--- src/hw/rtl/assert_macros.svh ---
// Assertion macros shared by the escape-time pixel RTL.
`ifndef ASSERT_MACROS_SVH
`define ASSERT_MACROS_SVH

// Concurrent assertion on a named clock and active-low reset.
`define ASSERT_CLK(lbl, clk, rst_n, prop, msg) \
  lbl: assert property (@(posedge clk) disable iff (!rst_n) prop) else $error(msg);

// Concurrent assertion on the standard clk_i and rst_ni of a module.
`define ASSERT_STD(lbl, prop, msg) `ASSERT_CLK(lbl, clk_i, rst_ni, prop, msg)

`endif

--- src/hw/rtl/mep_pkg.sv ---
// Shared types, constants and helper functions of the escape-time pixel block.
`default_nettype none

package mep_pkg;

  // Default parameter values.
  localparam int CoordBitsDef = 10;
  localparam int FracBitsDef  = 28;

  // Fixed widths.
  localparam int CountBits = 12;
  localparam int ZBits     = 32;
  localparam int StepBits  = 31;
  localparam int QBits     = 16;
  localparam int AddrBits  = 5;
  localparam int DataBits  = 32;
  localparam int DivSteps  = QBits;

  // Register reset values.
  localparam logic signed [ZBits-1:0] RealOriginRst = -32'sd536870912;
  localparam logic [StepBits-1:0]     RealStepRst   = 31'd1258291;
  localparam logic signed [ZBits-1:0] ImagOriginRst = 32'sd402653184;
  localparam logic [StepBits-1:0]     ImagStepRst   = 31'd1677722;
  localparam logic [CountBits-1:0]    LimitRst      = 12'd1000;

  // Color scale factors (9*255, 15*255, 8.5*255*2).
  localparam logic [11:0] RedScale   = 12'd2295;
  localparam logic [11:0] GreenScale = 12'd3825;
  localparam logic [12:0] BlueScale  = 13'd4335;

  // Register index in the address map.
  typedef enum logic [2:0] {
    REG_REAL_ORIGIN = 3'd0,
    REG_REAL_STEP   = 3'd1,
    REG_IMAG_ORIGIN = 3'd2,
    REG_IMAG_STEP   = 3'd3,
    REG_LIMIT       = 3'd4
  } mep_reg_e;

  // Controller states.
  typedef enum logic [2:0] {
    ST_IDLE,
    ST_COORD,
    ST_MUL,
    ST_ADD,
    ST_DIV,
    ST_COLOR,
    ST_DONE
  } mep_state_e;

  // Steps of the color polynomial sequence, one multiply each.
  typedef enum logic [3:0] {
    CS_TT,
    CS_AT,
    CS_PU1,
    CS_RED,
    CS_AU,
    CS_PU2,
    CS_GREEN,
    CS_TU,
    CS_PU3,
    CS_PU4,
    CS_BLUE
  } mep_cstep_e;

  // Configuration register set.
  typedef struct packed {
    logic signed [ZBits-1:0] real_origin;
    logic [StepBits-1:0]     real_step;
    logic signed [ZBits-1:0] imag_origin;
    logic [StepBits-1:0]     imag_step;
    logic [CountBits-1:0]    limit;
  } mep_cfg_t;

  // Commands from the controller to the datapath.
  typedef struct packed {
    logic       load_in;
    logic       coord;
    logic       mul;
    logic       add;
    logic       div_step;
    logic       col_step;
    mep_cstep_e cstep;
    logic       load_out;
  } mep_cmd_t;

  // Status from the datapath to the controller.
  typedef struct packed {
    logic esc;
    logic at_limit;
  } mep_sts_t;

  // Saturate a 64-bit signed value to the 32-bit signed range.
  function automatic logic signed [ZBits-1:0] sat32(input logic signed [63:0] v);
    logic signed [63:0] hi;
    logic signed [63:0] lo;
    hi = 64'sd2147483647;
    lo = -64'sd2147483648;
    if (v > hi) begin
      sat32 = 32'sh7FFFFFFF;
    end else if (v < lo) begin
      sat32 = 32'sh80000000;
    end else begin
      sat32 = v[ZBits-1:0];
    end
  endfunction

  // Clamp an unsigned value to one color channel.
  function automatic logic [7:0] sat8(input logic [17:0] v);
    sat8 = (v > 18'd255) ? 8'd255 : v[7:0];
  endfunction

endpackage

`default_nettype wire

--- src/hw/rtl/mep_ctrl.sv ---
// Controller state machine that sequences coordinate, iteration, divide and color steps.
`default_nettype none

module mep_ctrl (
  input  wire logic              clk_i,
  input  wire logic              rst_ni,
  input  wire logic              in_valid_i,
  output logic                   in_ready_o,
  output logic                   out_valid_o,
  input  wire logic              out_ready_i,
  input  wire mep_pkg::mep_sts_t sts_i,
  output mep_pkg::mep_cmd_t      cmd_o
);
  import mep_pkg::*;

  mep_state_e state_q, state_d;
  logic [3:0] cnt_q, cnt_d;
  logic       out_valid_q, out_valid_d;
  logic       out_free;
  logic       div_last;
  logic       col_last;

  assign out_free = !out_valid_q || out_ready_i;
  assign div_last = (cnt_q == 4'(DivSteps - 1));
  assign col_last = (cnt_q == 4'(CS_BLUE));

  // Next state.
  always_comb begin
    state_d = state_q;
    case (state_q)
      ST_IDLE:  if (in_valid_i) state_d = ST_COORD;
      ST_COORD: state_d = ST_MUL;
      ST_MUL:   state_d = ST_ADD;
      ST_ADD: begin
        if (sts_i.esc) begin
          state_d = ST_DIV;
        end else if (sts_i.at_limit) begin
          state_d = ST_DONE;
        end else begin
          state_d = ST_MUL;
        end
      end
      ST_DIV:   if (div_last) state_d = ST_COLOR;
      ST_COLOR: if (col_last) state_d = ST_DONE;
      ST_DONE:  if (out_free) state_d = ST_IDLE;
      default:  state_d = ST_IDLE;
    endcase
  end

  // Step counter for the divide and color sequences.
  always_comb begin
    cnt_d = '0;
    if (state_q == ST_DIV) begin
      cnt_d = div_last ? '0 : cnt_q + 4'd1;
    end else if (state_q == ST_COLOR) begin
      cnt_d = col_last ? '0 : cnt_q + 4'd1;
    end
  end

  // Command outputs.
  always_comb begin
    cmd_o          = '0;
    cmd_o.cstep    = mep_cstep_e'(cnt_q);
    cmd_o.load_in  = (state_q == ST_IDLE) && in_valid_i;
    cmd_o.coord    = (state_q == ST_COORD);
    cmd_o.mul      = (state_q == ST_MUL);
    cmd_o.add      = (state_q == ST_ADD);
    cmd_o.div_step = (state_q == ST_DIV);
    cmd_o.col_step = (state_q == ST_COLOR);
    cmd_o.load_out = (state_q == ST_DONE) && out_free;
  end

  // Output valid flag: set when a result is loaded, cleared on transfer.
  always_comb begin
    out_valid_d = out_valid_q;
    if (cmd_o.load_out) begin
      out_valid_d = 1'b1;
    end else if (out_ready_i) begin
      out_valid_d = 1'b0;
    end
  end

  always_ff @(posedge clk_i or negedge rst_ni) begin
    if (!rst_ni) begin
      state_q     <= ST_IDLE;
      cnt_q       <= '0;
      out_valid_q <= 1'b0;
    end else begin
      state_q     <= state_d;
      cnt_q       <= cnt_d;
      out_valid_q <= out_valid_d;
    end
  end

  assign in_ready_o  = (state_q == ST_IDLE);
  assign out_valid_o = out_valid_q;

  `include "assert_macros.svh"

  // A finished pixel always lands in the output register and frees the block.
  `ASSERT_STD(a_done_to_idle, (state_q == ST_DONE) && out_free |=> (state_q == ST_IDLE) && out_valid_q, "result not loaded on leaving done")
  // The output valid flag only rises from the done state.
  `ASSERT_STD(a_valid_from_done, $rose(out_valid_q) |-> ($past(state_q) == ST_DONE), "output valid rose outside done")
  // The step counter stays clear outside the divide and color sequences.
  `ASSERT_STD(a_cnt_clear, (state_q != ST_DIV) && (state_q != ST_COLOR) |=> (cnt_q == '0) || (state_q == ST_DIV) || (state_q == ST_COLOR), "step counter left running")

endmodule

`default_nettype wire

--- config.mk ---
export PLATFORM = sky130hd
export DESIGN_NAME = mep_ctrl
export DESIGN_NICKNAME = d
export VERILOG_FILES = /design/src/hw/rtl/mep_pkg.sv /design/src/hw/rtl/mep_ctrl.sv
export VERILOG_INCLUDE_DIRS = /design/src /design/src/hw/rtl
export SDC_FILE = /design/constraint.sdc
export NUM_CORES = 1
export LEC_CHECK = 0
export ABC_AREA = 0
export BUFFER_PORTS_ARGS = -buffer_cell sky130_fd_sc_hd__buf_4
export CORE_AREA = 2 2 39 41
export DETAILED_ROUTE_END_ITERATION = 12
export DIE_AREA = 0 0 41 43
export PLACE_DENSITY = 0.61
export SYNTH_ARGS = -nofsm -noshare
export SYNTH_HDL_FRONTEND = slang
export SYNTH_SLANG_ARGS = --single-unit
--- constraint.sdc ---
create_clock -name clk_i -period 2.5 [get_ports clk_i]
set_input_delay 0.25 -clock clk_i [delete_from_list [all_inputs] [get_ports clk_i]]
set_output_delay 0.25 -clock clk_i [all_outputs]
set_load 0.05 [all_outputs]
==> results list, run 1 <==
- Post-Route Utilization: 46.5%
* P_int: 0.389 mW
- After synthesis the netlist holds a flip-flop and latch count of 8.
* Final critical path time including I/O delays and setup: 1650 ps
- Number of setup violations in the final report: 0
- Total grt overflow: 0
- Number of slew-limit violations in the final report: 0
* Clk_skew: 5.91 ps
- FF-to-FF path depth: 3
* Via count: 410
- Post-synthesis instance area: 480 sq um
- Dividing the synthesized area by the synthesized cell count gives 9.81 sq um.
* Final routed DRC violation total: 0
- Clk buf depth: 2
- The worst setup path is launched from a register.
- Min-delay worst type: primary input to register
- Proportion of power drawn by the clock network: 11.9%
- After filler insertion, the fill cell instance count of the layout stands at 129.
- Ports: 19
- Dividing the final minimum period by the clock period gives 65.8%.
* Detail Route met2 WL: 432 um
- Global routing used 12.0% of the available tracks.
- Launch point of the worst hold path: in_valid_i
- For the pin with the worst max-slew slack, the measured transition is 333 ps.
- H-tree lvl count: 1
- Cell type with the largest total area after synthesis: sky130_fd_sc_hd__dfrtp_1
* Critical path type: register to output pin
- Later-pin clock latency in the skew report: 250 ps
* Antenna violations before repair: 0
* Slowest cell on the critical path: sky130_fd_sc_hd__dfrtp_1
- Sequential cell area fraction in the yosys report: 41.7%
* Part of the power in combinational logic: 58.3%
- Routed met3 length: 24 um
- Status: complete, no violations
- At the worst endpoint, the required time is 2250 ps.
* Data arrival at the endpoint of the critical path: 1400 ps
- Number of standard cells after synthesis: 49
- Worst ir drop on vdd: 0.644 mV
- Largest net degree at the start of global routing: 13
* I/O Buffers: 18
- Clock-pin slew was measured on the worst setup and hold paths at 50 ps.
- Die boundary width: 41 um
- Of the total power, the share spent switching nets is 52.4%.
- In the synthesized netlist the dominant register cell turns out to be sky130_fd_sc_hd__dfrtp_1.
- Initial core utilization: 34.7%
- In this run the biggest area consumer among cell types represents 41.7% of the synthesized area.
* Routed length per instance: 11.3 um
- Remaining antenna violation count: 0
- In the post-synthesis netlist, the cell with the most instances is sky130_fd_sc_hd__dfrtp_1.
- Clock tree root buffer cell: sky130_fd_sc_hd__clkbuf_4
* Wire length of the first global-routing pass: 1420 um
- Final HPWL DP: 687 um
- The worst register-to-register path has a setup slack of 1240 ps.
- At the end of routability-driven placement, the weighted congestion stood at 0.680.
* Post-place setup slack: 1130 ps
- The detailed router used layers up to and including met3.
* Synth top cells by count: 8 x sky130_fd_sc_hd__dfrtp_1, 4 x sky130_fd_sc_hd__nor2_1
- After floorplanning, the core was divided into 14 placement rows.
- Antenna diode instance count: 0
- Clock tree from TritonCTS: built
- Power density over the cells: 1270 nW/um^2
* Max_slew headroom: 77.8%
* Setup TNS after final layout: 0 ps
* Hold Path End: state_q[0]$_DFFE_PN0P_
- EDFF count, synth: 0
- When the netlist entered floorplanning its net count stood at 57.
- RSZ-0062 raised after global routing: no
- Fin. Hold Viols: 0
- Sequential cells burn 29.8% of the power.
* NetSw: 0.430 mW
* CTS Hold Bufs: 1
* Router iterations before antenna repair: 4
- The net count of the finished layout is 77.
* Maximum Capacitance Violations: 0
- The die covers 1760 sq um.
- Achievable clock frequency: 0.607 GHz
- Terminus of the critical flop-to-flop path: state_q[1]$_DFFE_PN0P_
* Final wirelength: 935 um
* Detailed Route Iter0 Violations: 6
* # Post-CTS Setup Buffers: 0
- Cell types occupying the most area after synthesis: sky130_fd_sc_hd__dfrtp_1 42%, sky130_fd_sc_hd__ha_1 5.2%, sky130_fd_sc_hd__buf_4 3.1%
* Asr flop ratio synth: 100%
- Sink Count: 8
* Routed met1 length: 478 um
* Crit Path Max Fanout: 12
- Counting the buffers created by CTS gives 3.
- Cells along the critical path: nor3b_2 > buf_4
- Count of synthesis-stage warnings from yosys: 0
- Worst path max stage delay: 530 ps
- Dividing the detail-routed via count by the number of cells gives 4.94.
- STA classifies the critical path endpoint as an output pin.
- Number of global-route vias before repair: 332
- Relative to the synthesized area, the layout overhead comes to 33.9%.
* WHS: 288 ps
- In this run the static leakage power is 0.306 nW.
- The worst hold path passes through 3 cells.
- Core Footprint: 1380 sq um
* Final worst slack: 854 ps
- The startpoint identified for the worst register-to-register timing path is state_q[1]$_DFFE_PN0P_.
- Synth unique cells: 28
- The post-route netlist has 38.8% of its cells at a drive strength greater than 1.
- The number of gates resized after CTS was 0.
- Die H: 43 um
[power groups by stage]
| stage | Sequential (mW) | Combinational (mW) | Clock, mW |
|---|---|---|---|
| floorplan | 0.246 | 0.365 | 0 |
| global placement | 0.242 | 0.478 | 0 |
| detailed placement | 0.243 | 0.479 | 0 |
| CTS | 0.241 | 0.481 | 0.105 |
| global route | 0.254 | 0.504 | 0.112 |
| finish | 0.244 | 0.477 | 0.0978 |
[cell usage in the layout, fill, tap and decap left out, drive strengths merged]
cell type	Yosys	layout
buf	4	18
dfrtp	8	8
nor2	4	4
clkbuf	0	3
nor3b	3	3
o21ai	3	3
nand2	3	3
nand3b	2	2
a21oi	2	2
nand3	2	2
nor2b	2	2
and2	2	2
ha	2	2
and3b	2	2
nor3	1	1
inv	1	1
xnor2	1	1
a22oi	1	1
nand2b	1	1
xor2	1	1
o31ai	1	1
or2	1	1
a22o	1	1
a32o	1	1
dlygate4sd3	0	1
[state kept, by name, indices dropped and copies added (netlist names)]
name	cells
cnt_q	4
out_valid_o	1
state_q	3
[metal layers]
| metal | up-vias | global-route usage [%] |
|---|---|---|
| met2 | 5 | 14.7 |
| met4 | 0 | 8.00 |
| li1 | 206 | - |
| met5 | - | 0 |
| met1 | 199 | 17.8 |
| met3 | 0 | 3.14 |
[cells by family after synthesis]
| group | count (synthesis) | synth area share (%) |
|---|---|---|
| flops | 8 | 41.7 |
| simple gates | 23 | 30.2 |
| xor+xnor | 2 | 3.65 |
| fa+ha+maj | 2 | 5.21 |
| buf+inv | 5 | 5.99 |
| compound gates | 9 | 13.3 |
[through the flow]
step / power [mW] / cells / area (sq um)
2_1_floorplan: 0.612 / 49 / 480
3_3_place_gp: 0.719 / 79 / 611
3_5_place_dp: 0.722 / 79 / 611
4_1_cts: 0.828 / 83 / 643
5_1_grt: 0.869 / 83 / 643
6_report: 0.819 / 83 / 643
[how the worst max path moves through the flow]
stage	start	end	slack (ps)	depth (start not counted)
after floorplan	state_q[1]$_DFFE_PN0P_	cmd_o[10]	10	3
after global placement	state_q[2]$_DFFE_PN0P_	cmd_o[6]	1130	2
after detailed placement	state_q[2]$_DFFE_PN0P_	cmd_o[6]	1130	2
after CTS	state_q[2]$_DFFE_PN0P_	cmd_o[6]	860	2
after global routing	state_q[2]$_DFFE_PN0P_	cmd_o[6]	780	2
final	state_q[2]$_DFFE_PN0P_	cmd_o[6]	850	2
[layout make-up]
class | instances | area (sq um) | share of cell area, %
Inverter | 1 | 3.75 | 0.584
Timing Repair Buffer | 19 | 145 | 22.6
Clock buffer | 3 | 22.5 | 3.50
Sequential cell | 8 | 200 | 31.1
Tap cell | 16 | 20.0 | 3.11
Multi-Input combinational cell | 36 | 251 | 39.1
[critical path: cells and delay by family, from the launching register on]
kind	cells	cell delay, ps
buffers and inverters	1	260
DFF	1	530
and+or+nand+nor	1	360
Power figures use the tool's default switching activity.
==> run 2, diff against run 1 <==
==> constraint.sdc (replaced) <==
create_clock -name clk_i -period 1.7 [get_ports clk_i]
set_input_delay 0.17 -clock clk_i [delete_from_list [all_inputs] [get_ports clk_i]]
set_output_delay 0.17 -clock clk_i [all_outputs]
set_load 0.05 [all_outputs]
==> results list, run 2 (synthesis results as in run 1) <==
- The run finished with clean final reports.
- # Post-CTS Setup Buffers: 0 (unchanged)
* Largest net degree at the start of global routing: 13 (unchanged)
- The clock network power share was 11.0% (-0.9 points).
- The depth of the most critical reg-to-reg path is 3 (unchanged).
* Later-pin clock latency in the skew report: 240 ps (about the same)
* Final wirelength: 926 um (-0.96%)
- Maximum Capacitance Violations: 0 (unchanged)
* Sink Count: 8 (unchanged)
- The instance count along the most critical hold path was 3 (unchanged).
* Via count: 394 (-3.9%)
* Number of setup violations in the final report: 0 (unchanged)
* Routed length per instance: 11.2 um (-0.96%)
* Min-delay worst type: primary input to register
* Remaining antenna violation count: 0 (unchanged)
- The x dimension of the die was 41 um (unchanged).
- The HPWL after detailed placement came to 711 um (+3.6%).
- Std cell rows: 14 (unchanged)
- RSZ-0062 raised after global routing: no
* Setup slack, reg-to-reg: 390 ps (-850 ps)
- The top cell types in the final layout, fill and taps aside, are 18 x sky130_fd_sc_hd__buf_4, 8 x sky130_fd_sc_hd__dfrtp_1, 4 x sky130_fd_sc_hd__nor2_1.
- Placer congestion estimate: 0.678 (-0.21%)
- The number of buffers inserted for hold repair after clock tree synthesis came to 1 (unchanged).
- Clk_skew: 1.29 ps (-4.63 ps)
- Post-place setup slack: 359 ps (-769 ps)
* Initial core utilization: 34.7% (unchanged)
- The count of placed standard cells including taps was 79 (unchanged).
- Fin. Hold Viols: 0 (unchanged)
* Ports: 19 (unchanged)
- The flip-flop count of the largest register after layout was 4 (unchanged).
- The number of standard cells in the layout, taps in and fillers out was 83 (unchanged).
- The area of the core was 1380 sq um (unchanged).
* Antenna violations before repair: 0 (unchanged)
* Crit Path Max Fanout: 12 (unchanged)
- Leaving out fill and tap cells, the most frequent cell in the layout is sky130_fd_sc_hd__buf_4.
- Relative to the synthesized area, the layout overhead comes to 38.3%.
* Wire length of the first global-routing pass: 1490 um (+4.9%)
- Mean number of vias per cell: 4.75 (-3.9%)
- The number of DRC violations after detailed routing is 0 (unchanged).
- The worst hold path begins at sts_i[0].
- Achievable clock frequency: 0.619 GHz
- Final worst slack: 85.7 ps (-768 ps)
- Total grt overflow: 0 (unchanged)
- Cell leakage power: 0.314 nW (+2.4%)
* WHS: 233 ps (-54.9 ps)
- The die outline area was 1760 sq um (unchanged).
- The peak supply drop is 0.785 mV (+22%).
* Terminus of the critical flop-to-flop path: state_q[0]$_DFFE_PN0P_
* Max_slew headroom: 72.6% (-5.2 points)
- The worst setup path is launched from a register.
- Power density over the cells: 1870 nW/um^2 (+47%)
- Critical path data required time: 1530 ps (-720 ps)
- CTS placed an instance of sky130_fd_sc_hd__clkbuf_4 at the clock tree root.
- Share of post-route cells with drive strength above 1: 43.3% (+4.5 points)
* I/O Buffers: 18 (unchanged)
- Counting flops per register, the top entry is cnt_q.
- The maximum clock path buffer count is 2 (unchanged).
* Antenna diode instance count: 0 (unchanged)
- Number of gates given a new drive strength after cts: 0 (unchanged)
- Sw Share: 52.3% (-0.13 points)
- Final cycle utilization of the critical path: 95.0%
- The number of clock buffers inserted by TritonCTS came to 3 (unchanged).
- The cell-internal power came to 0.591 mW (+52%).
- Data arrival at the endpoint of the critical path: 1440 ps (+40 ps)
- The DRC marker count from the first detailed-route iteration is 3 (-3).
* Fill cell instance count of the final layout: 141 (+9.3%)
- The final standard cell utilization of the core was 48.0% (+1.5 points).
- The CTS H-tree depth came to 1 (unchanged).
- Number of slew-limit violations in the final report: 0 (unchanged)
- NetSw: 0.649 mW (+51%)
* Critical Path End Type: output pin
- The overall fraction of global-route tracks in use is 13.4% (+1.4 points).
* Post-layout net count: 77 (unchanged)
- Router iterations before antenna repair: 4 (unchanged)
- Number of global-route vias before repair: 350 (+5.4%)
- In this run the critical register-to-register path is launched from state_q[2]$_DFFE_PN0P_.
* Part of the power in combinational logic: 58.4% (about the same)
- Clock tree from TritonCTS: built
- The final total power was 1.24 mW (+51%).
- The clock transition at the registers of the reported paths is 50 ps (about the same).
- The routed design could run at a clock period as short as 1610 ps.
* Hold Path End: state_q[2]$_DFFE_PN0P_
- The portion of total power attributed to sequential cells was 30.7% (+0.9 points).
- The vertical die dimension is 43 um (unchanged).
* Critical path type: register to output pin
- Slew at the pin closest to its max-slew limit: 410 ps (+77.3 ps)
==> run 2: area by class of cell <==
type | count | area, sq um | share of cell area, %
well taps | 16 | 20.0 | 3.01
clock buffers | 3 | 22.5 | 3.39
flip-flops and latches | 8 | 200 | 30.1
repair buffers | 19 | 145 | 21.8
inverters | 1 | 3.75 | 0.565
multi-input cells | 36 | 273 | 41.1
==> run 2: through the flow <==
| stage | TNS [ps] | cell area, sq um |
|---|---|---|
| after floorplan | -26.6 | 502 |
| after CTS | 0 | 664 |
| after detailed placement | 0 | 632 |
| final | 0 | 664 |
| after global routing | 0 | 664 |
| after global placement | 0 | 632 |
==> run 2: routing by layer <==
metal | global-route usage (%) | share of wire (%) | vias to the layer above
met2 | 17.8 | 48 | 8
met5 | 0 | 0 | -
li1 | - | - | 207
met4 | 8.00 | 0.97 | 0
met1 | 17.1 | 45 | 177
met3 | 6.28 | 5.7 | 2
==> run 2: worst max-delay path by stage <==
stage | start | to | slack, ps | cells after the start
after global placement | state_q[2]$_DFFE_PN0P_ | cmd_o[6] | 380 | 2
after CTS | state_q[2]$_DFFE_PN0P_ | cmd_o[6] | 80 | 2
final | state_q[2]$_DFFE_PN0P_ | cmd_o[6] | 90 | 2
after floorplan | state_q[1]$_DFFE_PN0P_ | cmd_o[10] | -30 | 3
after global routing | state_q[2]$_DFFE_PN0P_ | cmd_o[6] | 10 | 2
after detailed placement | state_q[2]$_DFFE_PN0P_ | cmd_o[6] | 360 | 2
==> run 2: critical path, stage by stage (launching register included) <==
cell	delay (ps)
sky130_fd_sc_hd__dfrtp_1	590
sky130_fd_sc_hd__nor3b_2	350
sky130_fd_sc_hd__buf_4	260
==> run 2: power by group through the flow <==
| stage | Sequential [mW] | Clock (mW) | Combinational [mW] |
|---|---|---|---|
| 6_report | 0.380 | 0.136 | 0.724 |
| 5_1_grt | 0.394 | 0.160 | 0.769 |
| 4_1_cts | 0.379 | 0.145 | 0.732 |
| 3_5_place_dp | 0.382 | 0 | 0.729 |
| 3_3_place_gp | 0.380 | 0 | 0.726 |
| 2_1_floorplan | 0.362 | 0 | 0.581 |
